## config.mk

```make
export PLATFORM = sky130hd
export DESIGN_NAME = sorted_timer_queue_core_flat
export DESIGN_NICKNAME = d
export VERILOG_FILES = /design/src/rtl/core/stq_pkg.sv /design/src/rtl/core/stq_req_if.sv /design/src/rtl/core/stq_rsp_if.sv /design/src/rtl/core/stq_ram.sv /design/src/rtl/core/sorted_timer_queue_core.sv /design/src/flat_wrapper.sv
export SDC_FILE = /design/constraint.sdc
export NUM_CORES = 2
export LEC_CHECK = 0
export BUFFER_PORTS_ARGS = -buffer_cell sky130_fd_sc_hd__buf_2
export CAP_MARGIN = 20
export CORE_AREA = 10 10 422 424
export DETAILED_ROUTE_END_ITERATION = 7
export DIE_AREA = 0 0 432 434
export GPL_TIMING_DRIVEN = 0
export HOLD_SLACK_MARGIN = 0.15
export PLACE_DENSITY_LB_ADDON = 0.05
export SYNTH_ARGS = -nofsm -noshare
export SYNTH_HDL_FRONTEND = slang
export SYNTH_SLANG_ARGS = --single-unit
```

## constraint.sdc

```tcl
create_clock -name clock -period 5.74 [get_ports clock]
set_input_delay 0.287 -clock clock [delete_from_list [all_inputs] [get_ports clock]]
set_output_delay 0.287 -clock clock [all_outputs]
set_load 0.01 [all_outputs]
```

## src/rtl/core/stq_pkg.sv

```systemverilog
// ----------------------------------------------------------------------------
// Sorted timer queue package
// Widths, codes and the list entry type shared by the timer queue files.
// ----------------------------------------------------------------------------
package stq_pkg;

   localparam int NUM_TIMERS = 16;
   localparam int MAX_FIRE   = 16;

   localparam int IDX_W  = (NUM_TIMERS > 1) ? $clog2(NUM_TIMERS) : 1;
   localparam int CNT_W  = $clog2(NUM_TIMERS + 1);
   localparam int FIRE_W = $clog2(MAX_FIRE + 1);

   localparam int MODE_W  = 2;
   localparam int ID_W    = 4;
   localparam int DELAY_W = 32;
   localparam int TIME_W  = 64;
   localparam int KIND_W  = 2;

   localparam logic [TIME_W-1:0] EXPIRY_MAX = '1;

   localparam logic [MODE_W-1:0] MODE_SET    = 2'd0;
   localparam logic [MODE_W-1:0] MODE_CANCEL = 2'd1;
   localparam logic [MODE_W-1:0] MODE_TICK   = 2'd2;

   localparam logic [KIND_W-1:0] KIND_ACK   = 2'd0;
   localparam logic [KIND_W-1:0] KIND_FIRED = 2'd1;
   localparam logic [KIND_W-1:0] KIND_NONE  = 2'd2;

   // One list position: the absolute expiry and the timer slot it belongs to.
   typedef struct packed {
      logic [TIME_W-1:0] expiry;
      logic [IDX_W-1:0]  slot;
   } entry_type;

   localparam int ENTRY_W = $bits(entry_type);

endpackage

```

## src/rtl/core/stq_req_if.sv

```systemverilog
// ----------------------------------------------------------------------------
// Timer queue request channel
// Valid/ready channel that carries one set, cancel or tick request word.
// ----------------------------------------------------------------------------
interface stq_req_if import stq_pkg::*; ();

   logic                 valid;
   logic                 ready;
   logic [MODE_W-1:0]    mode;
   logic [ID_W-1:0]      timer_id;
   logic [DELAY_W-1:0]   delay;
   logic [TIME_W-1:0]    now;

   modport source (output valid, mode, timer_id, delay, now, input ready);
   modport sink   (input valid, mode, timer_id, delay, now, output ready);

endinterface

```

## src/rtl/core/stq_rsp_if.sv

```systemverilog
// ----------------------------------------------------------------------------
// Timer queue response channel
// Valid/ready channel that carries one acknowledge or expiry word.
// ----------------------------------------------------------------------------
interface stq_rsp_if import stq_pkg::*; ();

   logic                valid;
   logic                ready;
   logic [KIND_W-1:0]   kind;
   logic [ID_W-1:0]     fired_id;
   logic                last;

   modport source (output valid, kind, fired_id, last, input ready);
   modport sink   (input valid, kind, fired_id, last, output ready);

endinterface

```

## src/rtl/core/stq_ram.sv

```systemverilog
// ----------------------------------------------------------------------------
// Generic single-port-write RAM
// One write port and one read port, read data registered.
// ----------------------------------------------------------------------------
module stq_ram #(
   parameter int WIDTH = 8,
   parameter int DEPTH = 16
) (
   input  logic                                       clock,
   input  logic                                       we,
   input  logic [((DEPTH > 1) ? $clog2(DEPTH) : 1)-1:0] waddr,
   input  logic [WIDTH-1:0]                           wdata,
   input  logic [((DEPTH > 1) ? $clog2(DEPTH) : 1)-1:0] raddr,
   output logic [WIDTH-1:0]                           rdata
);

   logic [WIDTH-1:0] mem_ff [DEPTH];
   logic [WIDTH-1:0] rdata_ff;

   always_ff @(posedge clock) begin
      if (we) begin
         mem_ff[waddr] <= wdata;
      end
      rdata_ff <= mem_ff[raddr];
   end

   assign rdata = rdata_ff;

endmodule

```

## src/rtl/core/sorted_timer_queue_core.sv

```systemverilog
// ----------------------------------------------------------------------------
// Sorted timer queue core
// Keeps the active timers in a list ordered by absolute expiry, earliest
// first, and fires the front entries that are due on a tick.
//
//   channel  dir  word contents                      handshake
//   req_if   in   mode, timer_id, delay, now         valid/ready
//   rsp_if   out  kind, fired_id, last               valid/ready
//
// The list is a circular buffer in one RAM; a head pointer makes a pop free.
// Cancel of an active timer takes one compaction pass.
// Set takes that pass (if the timer was active) plus a backward insert pass.
// Tick pops the due front entries one after another, up to MAX_FIRE of them.
// Reset is synchronous and empties the list at once; no clearing pass.
// A full response register holds the sequencer wherever it has a word to give.
// ----------------------------------------------------------------------------
module sorted_timer_queue_core
   import stq_pkg::*;
(
   input  logic      clock,
   input  logic      reset,
   stq_req_if.sink   req_if,
   stq_rsp_if.source rsp_if
);

   typedef enum logic [4:0] {
      ST_IDLE  = 5'b00001,
      ST_DROP  = 5'b00010,
      ST_INS   = 5'b00100,
      ST_ACK   = 5'b01000,
      ST_TCHK  = 5'b10000
   } state_type;

   state_type           state_ff, state_in;
   logic [CNT_W-1:0]    count_ff, count_in;
   logic [IDX_W-1:0]    head_ff, head_in;
   logic [NUM_TIMERS-1:0] flags_ff, flags_in;

   logic [MODE_W-1:0]   mode_ff, mode_in;
   logic [ID_W-1:0]     id_ff, id_in;
   logic [IDX_W-1:0]    slot_ff, slot_in;
   logic [TIME_W-1:0]   exp_ff, exp_in;
   logic [TIME_W-1:0]   now_ff, now_in;

   logic [CNT_W-1:0]    rd_pos_ff, rd_pos_in;
   logic [CNT_W-1:0]    dpos_ff, dpos_in;
   logic [CNT_W-1:0]    wr_pos_ff, wr_pos_in;
   logic                dv_ff, dv_in;
   logic                found_ff, found_in;

   logic                pend_ff, pend_in;
   logic [IDX_W-1:0]    pend_slot_ff, pend_slot_in;
   logic [FIRE_W-1:0]   fire_cnt_ff, fire_cnt_in;

   logic                rsp_valid_ff, rsp_valid_in;
   logic [KIND_W-1:0]   rsp_kind_ff, rsp_kind_in;
   logic [ID_W-1:0]     rsp_id_ff, rsp_id_in;
   logic                rsp_last_ff, rsp_last_in;

   logic                ram_we;
   logic [IDX_W-1:0]    ram_waddr;
   entry_type           ram_wdata;
   logic [IDX_W-1:0]    ram_raddr;
   logic [ENTRY_W-1:0]  ram_rdata;
   entry_type           rd_entry;

   logic                req_acc;
   logic                can_emit;
   logic [TIME_W:0]     sum;
   logic [TIME_W-1:0]   new_exp;
   logic                in_range;
   logic [IDX_W-1:0]    req_slot;
   logic                fires;
   logic                need_emit;
   logic                ins_done;

   // List position to RAM address, wrapping around the circular buffer.
   function automatic logic [IDX_W-1:0] phys(input logic [IDX_W-1:0] h,
                                             input logic [CNT_W-1:0] p);
      logic [CNT_W:0] s;
      s = (CNT_W+1)'(h) + (CNT_W+1)'(p);
      if (s >= (CNT_W+1)'(NUM_TIMERS)) begin
         s = s - (CNT_W+1)'(NUM_TIMERS);
      end
      return IDX_W'(s);
   endfunction

   stq_ram #(
      .WIDTH (ENTRY_W),
      .DEPTH (NUM_TIMERS)
   ) u_list_ram (
      .clock (clock),
      .we    (ram_we),
      .waddr (ram_waddr),
      .wdata (ram_wdata),
      .raddr (ram_raddr),
      .rdata (ram_rdata)
   );

   assign rd_entry = entry_type'(ram_rdata);

   assign req_if.ready = (state_ff == ST_IDLE);
   assign req_acc      = req_if.valid && req_if.ready;
   assign can_emit     = !rsp_valid_ff || rsp_if.ready;

   // Saturating absolute expiry.
   assign sum      = {1'b0, req_if.now} + {{(TIME_W + 1 - DELAY_W){1'b0}}, req_if.delay};
   assign new_exp  = sum[TIME_W] ? EXPIRY_MAX : sum[TIME_W-1:0];
   assign in_range = (32'(req_if.timer_id) < NUM_TIMERS);
   assign req_slot = IDX_W'(req_if.timer_id);

   assign fires = (count_ff != '0) && (rd_entry.expiry <= now_ff)
                  && (fire_cnt_ff < FIRE_W'(MAX_FIRE));
   assign need_emit = pend_ff || !fires;

   always_comb begin
      state_in     = state_ff;
      count_in     = count_ff;
      head_in      = head_ff;
      flags_in     = flags_ff;
      mode_in      = mode_ff;
      id_in        = id_ff;
      slot_in      = slot_ff;
      exp_in       = exp_ff;
      now_in       = now_ff;
      rd_pos_in    = rd_pos_ff;
      dpos_in      = dpos_ff;
      wr_pos_in    = wr_pos_ff;
      dv_in        = 1'b0;
      found_in     = found_ff;
      pend_in      = pend_ff;
      pend_slot_in = pend_slot_ff;
      fire_cnt_in  = fire_cnt_ff;
      rsp_valid_in = rsp_valid_ff && !rsp_if.ready;
      rsp_kind_in  = rsp_kind_ff;
      rsp_id_in    = rsp_id_ff;
      rsp_last_in  = rsp_last_ff;
      ram_we       = 1'b0;
      ram_waddr    = head_ff;
      ram_wdata    = '{expiry: exp_ff, slot: slot_ff};
      ram_raddr    = head_ff;
      ins_done     = 1'b0;

      unique case (state_ff)
         ST_IDLE: begin
            if (req_acc) begin
               mode_in   = req_if.mode;
               id_in     = req_if.timer_id;
               slot_in   = req_slot;
               exp_in    = new_exp;
               now_in    = req_if.now;
               rd_pos_in = '0;
               wr_pos_in = '0;
               found_in  = 1'b0;
               priority if (req_if.mode == MODE_TICK) begin
                  // The head read goes out on this edge through the default address.
                  fire_cnt_in = '0;
                  pend_in     = 1'b0;
                  state_in    = ST_TCHK;
               end else if (in_range && flags_ff[req_slot]
                            && (req_if.mode == MODE_SET || req_if.mode == MODE_CANCEL)) begin
                  state_in = ST_DROP;
               end else if (in_range && req_if.mode == MODE_SET) begin
                  rd_pos_in = count_ff;
                  state_in  = ST_INS;
               end else begin
                  state_in = ST_ACK;
               end
            end
         end

         ST_DROP: begin
            // Compaction: every entry but the dropped one moves to the write position.
            if (dv_ff) begin
               if (rd_entry.slot == slot_ff && !found_ff) begin
                  found_in = 1'b1;
               end else begin
                  ram_we    = 1'b1;
                  ram_waddr = phys(head_ff, wr_pos_ff);
                  ram_wdata = rd_entry;
                  wr_pos_in = wr_pos_ff + CNT_W'(1);
               end
            end
            if (rd_pos_ff != count_ff) begin
               ram_raddr = phys(head_ff, rd_pos_ff);
               rd_pos_in = rd_pos_ff + CNT_W'(1);
               dv_in     = 1'b1;
            end else if (!dv_ff) begin
               count_in          = count_ff - CNT_W'(1);
               flags_in[slot_ff] = 1'b0;
               if (mode_ff == MODE_SET) begin
                  rd_pos_in = count_ff - CNT_W'(1);
                  state_in  = ST_INS;
               end else begin
                  state_in = ST_ACK;
               end
            end
         end

         ST_INS: begin
            // Backward walk: later entries shift up until one expires no later.
            if (dv_ff) begin
               ram_we    = 1'b1;
               ram_waddr = phys(head_ff, dpos_ff + CNT_W'(1));
               if (rd_entry.expiry > exp_ff) begin
                  ram_wdata = rd_entry;
               end else begin
                  ins_done = 1'b1;
               end
            end else if (rd_pos_ff == '0) begin
               ram_we    = 1'b1;
               ram_waddr = head_ff;
               ins_done  = 1'b1;
            end
            if (!ins_done && rd_pos_ff != '0) begin
               ram_raddr = phys(head_ff, rd_pos_ff - CNT_W'(1));
               dpos_in   = rd_pos_ff - CNT_W'(1);
               rd_pos_in = rd_pos_ff - CNT_W'(1);
               dv_in     = 1'b1;
            end
            if (ins_done) begin
               count_in          = count_ff + CNT_W'(1);
               flags_in[slot_ff] = 1'b1;
               state_in          = ST_ACK;
            end
         end

         ST_ACK: begin
            if (can_emit) begin
               rsp_valid_in = 1'b1;
               rsp_kind_in  = KIND_ACK;
               rsp_id_in    = id_ff;
               rsp_last_in  = 1'b1;
               state_in     = ST_IDLE;
            end
         end

         ST_TCHK: begin
            // A fired timer is held back until the next head is checked so that its last flag is known.
            if (!need_emit || can_emit) begin
               if (need_emit) begin
                  rsp_valid_in = 1'b1;
                  if (pend_ff) begin
                     rsp_kind_in = KIND_FIRED;
                     rsp_id_in   = ID_W'(pend_slot_ff);
                     rsp_last_in = !fires;
                  end else begin
                     rsp_kind_in = KIND_NONE;
                     rsp_id_in   = '0;
                     rsp_last_in = 1'b1;
                  end
               end
               if (fires) begin
                  head_in                 = phys(head_ff, CNT_W'(1));
                  ram_raddr               = phys(head_ff, CNT_W'(1));
                  count_in                = count_ff - CNT_W'(1);
                  flags_in[rd_entry.slot] = 1'b0;
                  pend_in                 = 1'b1;
                  pend_slot_in            = rd_entry.slot;
                  fire_cnt_in             = fire_cnt_ff + FIRE_W'(1);
               end else begin
                  pend_in  = 1'b0;
                  state_in = ST_IDLE;
               end
            end
         end

         default: begin
            state_in = ST_IDLE;
         end
      endcase
   end

   always_ff @(posedge clock) begin
      if (reset) begin
         state_ff     <= ST_IDLE;
         count_ff     <= '0;
         head_ff      <= '0;
         flags_ff     <= '0;
         dv_ff        <= 1'b0;
         found_ff     <= 1'b0;
         pend_ff      <= 1'b0;
         rsp_valid_ff <= 1'b0;
      end else begin
         state_ff     <= state_in;
         count_ff     <= count_in;
         head_ff      <= head_in;
         flags_ff     <= flags_in;
         dv_ff        <= dv_in;
         found_ff     <= found_in;
         pend_ff      <= pend_in;
         rsp_valid_ff <= rsp_valid_in;
      end
   end

   always_ff @(posedge clock) begin
      mode_ff      <= mode_in;
      id_ff        <= id_in;
      slot_ff      <= slot_in;
      exp_ff       <= exp_in;
      now_ff       <= now_in;
      rd_pos_ff    <= rd_pos_in;
      dpos_ff      <= dpos_in;
      wr_pos_ff    <= wr_pos_in;
      pend_slot_ff <= pend_slot_in;
      fire_cnt_ff  <= fire_cnt_in;
      rsp_kind_ff  <= rsp_kind_in;
      rsp_id_ff    <= rsp_id_in;
      rsp_last_ff  <= rsp_last_in;
   end

   assign rsp_if.valid    = rsp_valid_ff;
   assign rsp_if.kind     = rsp_kind_ff;
   assign rsp_if.fired_id = rsp_id_ff;
   assign rsp_if.last     = rsp_last_ff;

   // The list never holds more entries than there are timers.
   a_count_bound: assert property (@(posedge clock) disable iff (reset)
      count_ff <= CNT_W'(NUM_TIMERS))
      else $error("active count exceeds the number of timers");

   // Between requests the active flags and the list length agree.
   a_flags_count: assert property (@(posedge clock) disable iff (reset)
      (state_ff == ST_IDLE) |-> ($countones(flags_ff) == 32'(count_ff)))
      else $error("active flags disagree with the active count");

   // No held-back expiry word survives the end of a tick.
   a_no_pend_idle: assert property (@(posedge clock) disable iff (reset)
      (state_ff == ST_IDLE) |-> !pend_ff)
      else $error("pending expiry word left over after a tick");

   // Only the compaction and insert passes write the list.
   a_write_pass: assert property (@(posedge clock) disable iff (reset)
      ram_we |-> (state_ff == ST_DROP || state_ff == ST_INS))
      else $error("list write outside a list pass");

   // An insert always finds room.
   a_ins_room: assert property (@(posedge clock) disable iff (reset)
      (state_ff == ST_INS) |-> (count_ff < CNT_W'(NUM_TIMERS)))
      else $error("insert into a full list");

endmodule
```

## src/flat_wrapper.sv

```systemverilog
// flat-port wrapper written by rule: the top's interface ports become plain ports
module sorted_timer_queue_core_flat import stq_pkg::*;
  (clock, reset, req_if_valid, req_if_mode, req_if_timer_id, req_if_delay, req_if_now, req_if_ready, rsp_if_valid, rsp_if_kind, rsp_if_fired_id, rsp_if_last, rsp_if_ready);
  stq_req_if req_if_i ();
  stq_rsp_if rsp_if_i ();
  input  logic clock;
  input  logic reset;
  input wire logic [$bits(req_if_i.valid)-1:0] req_if_valid;
  input wire logic [$bits(req_if_i.mode)-1:0] req_if_mode;
  input wire logic [$bits(req_if_i.timer_id)-1:0] req_if_timer_id;
  input wire logic [$bits(req_if_i.delay)-1:0] req_if_delay;
  input wire logic [$bits(req_if_i.now)-1:0] req_if_now;
  output wire logic [$bits(req_if_i.ready)-1:0] req_if_ready;
  output wire logic [$bits(rsp_if_i.valid)-1:0] rsp_if_valid;
  output wire logic [$bits(rsp_if_i.kind)-1:0] rsp_if_kind;
  output wire logic [$bits(rsp_if_i.fired_id)-1:0] rsp_if_fired_id;
  output wire logic [$bits(rsp_if_i.last)-1:0] rsp_if_last;
  input wire logic [$bits(rsp_if_i.ready)-1:0] rsp_if_ready;
  assign req_if_i.valid = req_if_valid;
  assign req_if_i.mode = req_if_mode;
  assign req_if_i.timer_id = req_if_timer_id;
  assign req_if_i.delay = req_if_delay;
  assign req_if_i.now = req_if_now;
  assign req_if_ready = req_if_i.ready;
  assign rsp_if_valid = rsp_if_i.valid;
  assign rsp_if_kind = rsp_if_i.kind;
  assign rsp_if_fired_id = rsp_if_i.fired_id;
  assign rsp_if_last = rsp_if_i.last;
  assign rsp_if_i.ready = rsp_if_ready;
  sorted_timer_queue_core u_core (.clock(clock), .reset(reset), .req_if(req_if_i), .rsp_if(rsp_if_i));
endmodule
```

## After elaboration in Yosys (flattened, before gate mapping)

Memories as Yosys holds them, arrays and structs flattened. A register that Yosys moved wholly into a read port is not among the register bits.
Cells that the tools add are included.

| storage, ports and cells | value |
|---|---|
| RAM bits | 1,088 |
| register bits | 199 |
| bits of input ports | 106 |
| memories | 1 |
| word-level logic and storage cells | 230 |

| cells by class | value |
|---|---|
| bitwise logic cells | 5 |
| mux-type cells | 108 |
| reduce and logical (&&, ||, !) cells | 40 |
| eq/ne operators | 25 |
| add/sub/neg operators | 18 |
| order comparisons | 13 |

Memories:

| memory | words | width | rd ports | clocked after memory_dff | write ports | line | text |
|---|---|---|---|---|---|---|---|
| u_core.u_list_ram.mem_ff | 16 | 68 | 1 | 1 | 1 | stq_ram.sv:17 | `logic [WIDTH-1:0] mem_ff [DEPTH];` |

Operator list:

| operator | count |
|---|---|
| 68-bit 2-to-1 mux | 4 |
| 5-bit 2-to-1 mux | 29 |
| 68-bit one-hot mux with 2 select lines | 1 |
| 16-bit 2-to-1 mux | 5 |
| 4-bit 2-to-1 mux | 18 |
| 64-bit by 32-bit adder with 65-bit output | 1 |
| 64-bit > comparator | 1 |
| 64-bit <= comparator | 1 |
| 16-bit one-hot mux with 3 select lines | 1 |
| 16-bit AND | 2 |
| 16-bit NOT | 2 |
| 5-bit one-hot mux with 3 select lines | 2 |
| 1-bit 2-to-1 mux | 28 |
| 5-bit by 1-bit adder with 5-bit output (second input constant) | 5 |
| 5-bit one-hot mux with 5 select lines | 1 |
| 4-bit by 5-bit adder with 6-bit output | 4 |
| 6-bit by 5-bit >= comparator with 1-bit output (second input constant) | 4 |
| 5-bit one-hot mux with 2 select lines | 2 |
| 4-bit by 1-bit subtractor with 4-bit output (second input constant) | 5 |
| 2-bit by 1-bit inequality test with 1-bit output (second input constant) | 8 |
| 16-bit bitwise OR | 1 |
| 4-bit one-hot mux with 2 select lines | 2 |
| 4-bit AND reduction | 4 |
| 4-bit by 5-bit < comparator with 1-bit output (second input constant) | 3 |
| 36 further kinds | 75 |

## Longest topological paths before layout

| depth | value |
|---|---|
| depth in word-level cells | 9 |
| gate-level depth with buffers | 17 |
| mapped depth without buffers | 15 |

## Hierarchy

A second synthesis with hierarchy kept.

| second synthesis, totals | value |
|---|---|
| cell total of the unflattened synthesis | 3,324 |
| area, all modules | 57,017.2 um^2 |

By module, submodules not included:

| module | seq. area each (um^2) | area an instance (um^2) | cells each | times used |
|---|---|---|---|---|
| stq_ram | 34,032.6 | 41,980.3 | 1,750 | 1 |
| sorted_timer_queue_core | 5,575.3 | 15,036.9 | 1,574 | 1 |

## Least setup slack after synthesis

Ideal clock, no wire load.

| timing | value |
|---|---|
| path kind | reg-to-reg |
| start | register u_core.state_ff[4] |
| end | memory u_core.u_list_ram.mem_ff[0][0] (netlist name), enable pin |
| buffers on the path | 0 |
| path slack | 0.455 ns |
| required time | 5.246 ns |
| setup time | 0.494 ns |
| arrival | 4.790 ns |
| clock period less this slack | 5.285 ns |
| stages on the path, launching flop included | 8 |
| path through | dfxtp_1 or3_1 nor3b_2 nand3_1 nand3_1 o211ai_1 or2_2 nor2_1 |

| between the ends | value |
|---|---|
| word-level cells in the longest chain between the ends | 4 |

Ends and longest elaborated chain:

| what | line | text |
|---|---|---|
| from (decl) | sorted_timer_queue_core.sv:34 | `state_type state_ff, state_in;` |
| from (signal assigned) | sorted_timer_queue_core.sv:285 | `state_ff <= state_in;` |
| 5-bit by 3-bit == test with 1-bit output / 5-bit by 2-bit == test with 1-bit output (equally long branches) | sorted_timer_queue_core.sv:144 | `unique case (state_ff)` |
| 1-bit one-hot mux with 2 select lines | sorted_timer_queue_core.sv:144 |  |
| 1-bit 2-to-1 mux | stq_ram.sv:21 | `if (we) begin` |
| 1-bit 2-to-1 mux (not written as such) | stq_ram.sv:22 | `mem_ff[waddr] <= wdata;` |
| to (decl) | stq_ram.sv:17 |  |

Several ways; a longest one is shown, not always the timed one.

## Worst setup path in the final report

| timing | value |
|---|---|
| start | register u_core.exp_ff[19] |
| end | register u_core.u_list_ram.rdata_ff[53], in the netlist u_core.u_list_ram.rdata[53], read port of u_core.u_list_ram.mem_ff |

| between the ends | value |
|---|---|
| word-level cells in the longest chain between the ends | 8 |

Ends and longest elaborated chain:

| what | line | text |
|---|---|---|
| from (decl) | sorted_timer_queue_core.sv:42 | `logic [TIME_W-1:0] exp_ff, exp_in;` |
| from (signal assigned) | sorted_timer_queue_core.sv:300 | `exp_ff <= exp_in;` |
| 64-bit > comparator | sorted_timer_queue_core.sv:205 | `if (rd_entry.expiry > exp_ff) begin` |
| 1-bit 2-to-1 mux | sorted_timer_queue_core.sv:205 |  |
| 1-bit 2-to-1 mux | sorted_timer_queue_core.sv:202 | `if (dv_ff) begin` |
| 1-bit 2-to-1 mux | sorted_timer_queue_core.sv:144 |  |
| 1-bit zero test | sorted_timer_queue_core.sv:215 | `if (!ins_done && rd_pos_ff != '0) begin` |
| 1-bit logical AND | sorted_timer_queue_core.sv:215 |  |
| 4-bit 2-to-1 mux | sorted_timer_queue_core.sv:215 |  |
| 4-bit one-hot mux with 3 select lines | sorted_timer_queue_core.sv:144 |  |
| to (decl) | stq_ram.sv:18 | `logic [WIDTH-1:0] rdata_ff;` |

Every way passes these cells. The select of a mux whose other input is x is not followed.
A chain may end at the register's enable or synchronous reset.

==> qor.csv <==
metric,value,unit
critical-path-slowest-cell,or4_1,
setup_viol,0,
clk_path_buf_depth,3,
rows,151,
antenna_found_initial,13,
wl,195000,um
avgSynthCellArea,14.9,um^2
path_cells,inv_1 > ha_1 > nand4_1 > nor4_4 > nand4_1 > buf_4 > a31oi_4 > nor4_4 > buf_4 > o31ai_2 > o211ai_2 > a2111oi_4 > buf_4 > buf_6 > buf_6 > buf_4 > mux2i_1 > o22ai_1 > or4_1,
clk_pin_slew_worst_paths,0.06,ns
io_buffer_count,113,
area_growth,20.7,%
drive_gt1_share,14.5,%
grt.total_usage,20.4,%
numCtsBuffers,156,
yosysTopAreaCellShare,65.6,%
grt_pass1_wl,272000,um
ant_nets,0,
tritoncts,yes,
via_count,35200,
finClkSkew,0.0317,ns
end_kind,register,
rsz0062_at_grt,no,
first_iter_violations,2981,
reg2reg_from,u_core.exp_ff[19],
synth_area_leaders,"edfxtp_1, mux2i_1, ha_1",
worstRegToRegCells,19,
place_congestion,0.823,
start_util,33.9,%
worst_setup_path_start_kind,register,
setup_ws,0.176,ns
synth-seq-cells,1353,
seq_area_frac_synth,69.2,%
crit_type,register to register,
die-height,434,um
place_ws,-1.84,ns
cts-root-buf,clkbuf_16,
die_area,0.187,mm^2
syn_inst,3830,
outcome,finished clean,
crit_cells,19,
dr.pass1.iters,6,
crit_path_frequent_cell,buf_4,
grt_max_degree,97,
io_pins,115,
worstPathArrival,6.20,ns
crit_required,6.38,ns
postLayoutCoreUtil,40.9,%
p_per_area,341,mW/mm^2
max_freq,0.180,GHz
synth_edf_count,1251,
instances_no_fill,6696,
ys_warn_count,0,
die_w,432,um
ir_drop,0.000311,V
finalPower,23.6,mW
path_delay_family,simple AND/OR/NAND/NOR gates,
drcViolationCount,0,
finalCritPeriodShare,96.9,%
placed_cells,6287,
relSlewSlack,24.9,%
async_flop_share,0,%
cts.htree.levels,4,
wl_per_cell,29.1,um
yosysMostFrequentCell,edfxtp_1,
holdWs,0.221,ns
p_leak,27.6,nW
synth_cell_types,79,
synth_area,0.0572,mm^2
min_period,5.56,ns
syn_nets,4123,
worstHoldStart,req_if_delay[10],
critical_path_buf_inv_count,7,
fin_nets,4642,
synth.top_cells.by_count,"edfxtp_1, mux2i_1, o22ai_1",
cts_sinks,1353,
dp_hpwl,135000,um
path_max_fanout,10,
yosys.area.top_type,edfxtp_1,
worst_slew_pin_slew,1.13,ns
insertion_delay,0.80,ns
cp_slowest_stage_delay,0.54,ns
core_area,0.169,mm^2
post_drt_via_cell_ratio,5.26,
critPathLaunch,u_core.exp_ff[19],
hold_path.class,input pin to register,
grt-ovfl-total,0,
hold_viol_final,0,
final_max_slew_viol_count,0,
grt_pass1_vias,35300,
hold_depth,4,
ys.flop_type,edfxtp_1,
drv_cap,0,
## registers in the layout, summed over array words and instances, names as in the netlist, 2 cells and up
register                  flops
u_core.mode_ff                2
u_core.id_ff                  4
u_core.rsp_if.kind            2
u_core.u_list_ram.rdata      68
u_core.pend_slot_ff           4
u_core.head_ff                4
u_core.state_ff               5
u_core.flags_ff              16
u_core.rsp_if.fired_id        4
u_core.count_ff               5
u_core.rd_pos_ff              5
u_core.now_ff                64
u_core.wr_pos_ff              4
u_core.dpos_ff                4
u_core.exp_ff                64
u_core.u_list_ram.mem_ff   1088
u_core.fire_cnt_ff            5
## routing by layer
| metal | up-vias | global-route usage (%) | part of all wire [%] |
|---|---|---|---|
| met2 | 777 | 34.2 | 48 |
| met3 | 225 | 2.86 | 4.2 |
| met1 | 18100 | 28.1 | 46 |
| met4 | 8 | 4.57 | 1.9 |
| li1 | 16000 | - | - |
| met5 | - | 0 | 0.027 |
## final timing paths
| kind | endpoint | slack, ns |
|---|---|---|
| max | u_core.u_list_ram.rdata[53] | 0.18 |
| min | u_core.exp_ff[10] | 0.22 |
| max reg2reg | u_core.u_list_ram.rdata[53] | 0.18 |
| min reg2reg | u_core.pend_slot_ff[0] | 0.42 |
## cell usage in the layout (no fill, tap or decap), types with 11 or more instances in the layout
master and n:
nor2_4 17, buf_16 18, a31oi_1 26, clkbuf_16 162, a21oi_1 109, nor2b_1 14, a21o_1 21, mux2i_1 549
nand2b_1 19, buf_6 12, nor3_1 37, nand3_1 59, dlygate4sd3_1 105, o22ai_1 278, clkinv_2 19, clkbuf_2 19
mux2_2 17, buf_12 52, and3_1 27, dfxtp_1 102, nor2_1 99, xnor2_1 28, nand2_1 190, o21a_1 15
clkbuf_1 95, buf_2 142, or4_1 69, edfxtp_1 1251, clkbuf_8 17, nand4_1 41, o21ai_1 58, and2_1 11
xor2_1 30, buf_4 112, ha_1 182, inv_1 169, clkinv_1 29, o21ai_0 90
## worst reg2reg max path, cell delays in order (launching register included)
cell and delay, ns:
edfxtp_1 0.33, inv_1 0.05, ha_1 0.30, nand4_1 0.30
nor4_4 0.50, nand4_1 0.13, buf_4 0.20, a31oi_4 0.34
nor4_4 0.09, buf_4 0.20, o31ai_2 0.41, o211ai_2 0.27
a2111oi_4 0.34, buf_4 0.20, buf_6 0.21, buf_6 0.30
buf_4 0.34, mux2i_1 0.24, o22ai_1 0.13, or4_1 0.54
## cell families (layout without fill, tap and decap cells)
kind of cell | after synthesis | in the layout | share of synthesized area, %
buf+inv | 340 | 985 | 2.47
simple gates | 625 | 625 | 5.60
other cells | 0 | 3 | 0
mux | 571 | 571 | 10.1
fa+ha+maj | 187 | 187 | 4.15
xor+xnor | 58 | 58 | 0.887
compound gates | 696 | 696 | 7.57
flops | 1353 | 1353 | 69.2
## final cells by class
class                           instances  area [um^2]
Inverter                              170          646
Buffer                                164          947
Timing Repair Buffer                  367         3800
Clock buffer                          221         4450
Sequential cell                      1353        39600
Multi-Input combinational cell       2137        16500
Antenna cell                            3         7.51
Tap cell                             2218         2780
Clock inverter                         63          403
Fill cell                           15600       100000
## repair_timing
item	CTS	global route
endpoints found under the setup margin	1156	421
hold buffers	105	0
hold endpoints to repair	141	0
setup buffers	20	3
resized for setup	88	18
pin swaps	13	5
## through the flow
| stage | area (um^2) | setup TNS, ns |
|---|---|---|
| floorplan | 57200 | 0 |
| global placement | 60600 | - |
| detailed placement | 62700 | -979.91 |
| CTS | 69000 | 0 |
| global route | 69100 | 0 |
| finish | 69100 | 0 |
## where the power goes
part,switching (mW),internal (mW)
sequential,0.143,11.5
combinational,1.63,0.775
clock,4.02,5.51
No activity file was read; power rests on OpenSTA's default activity.
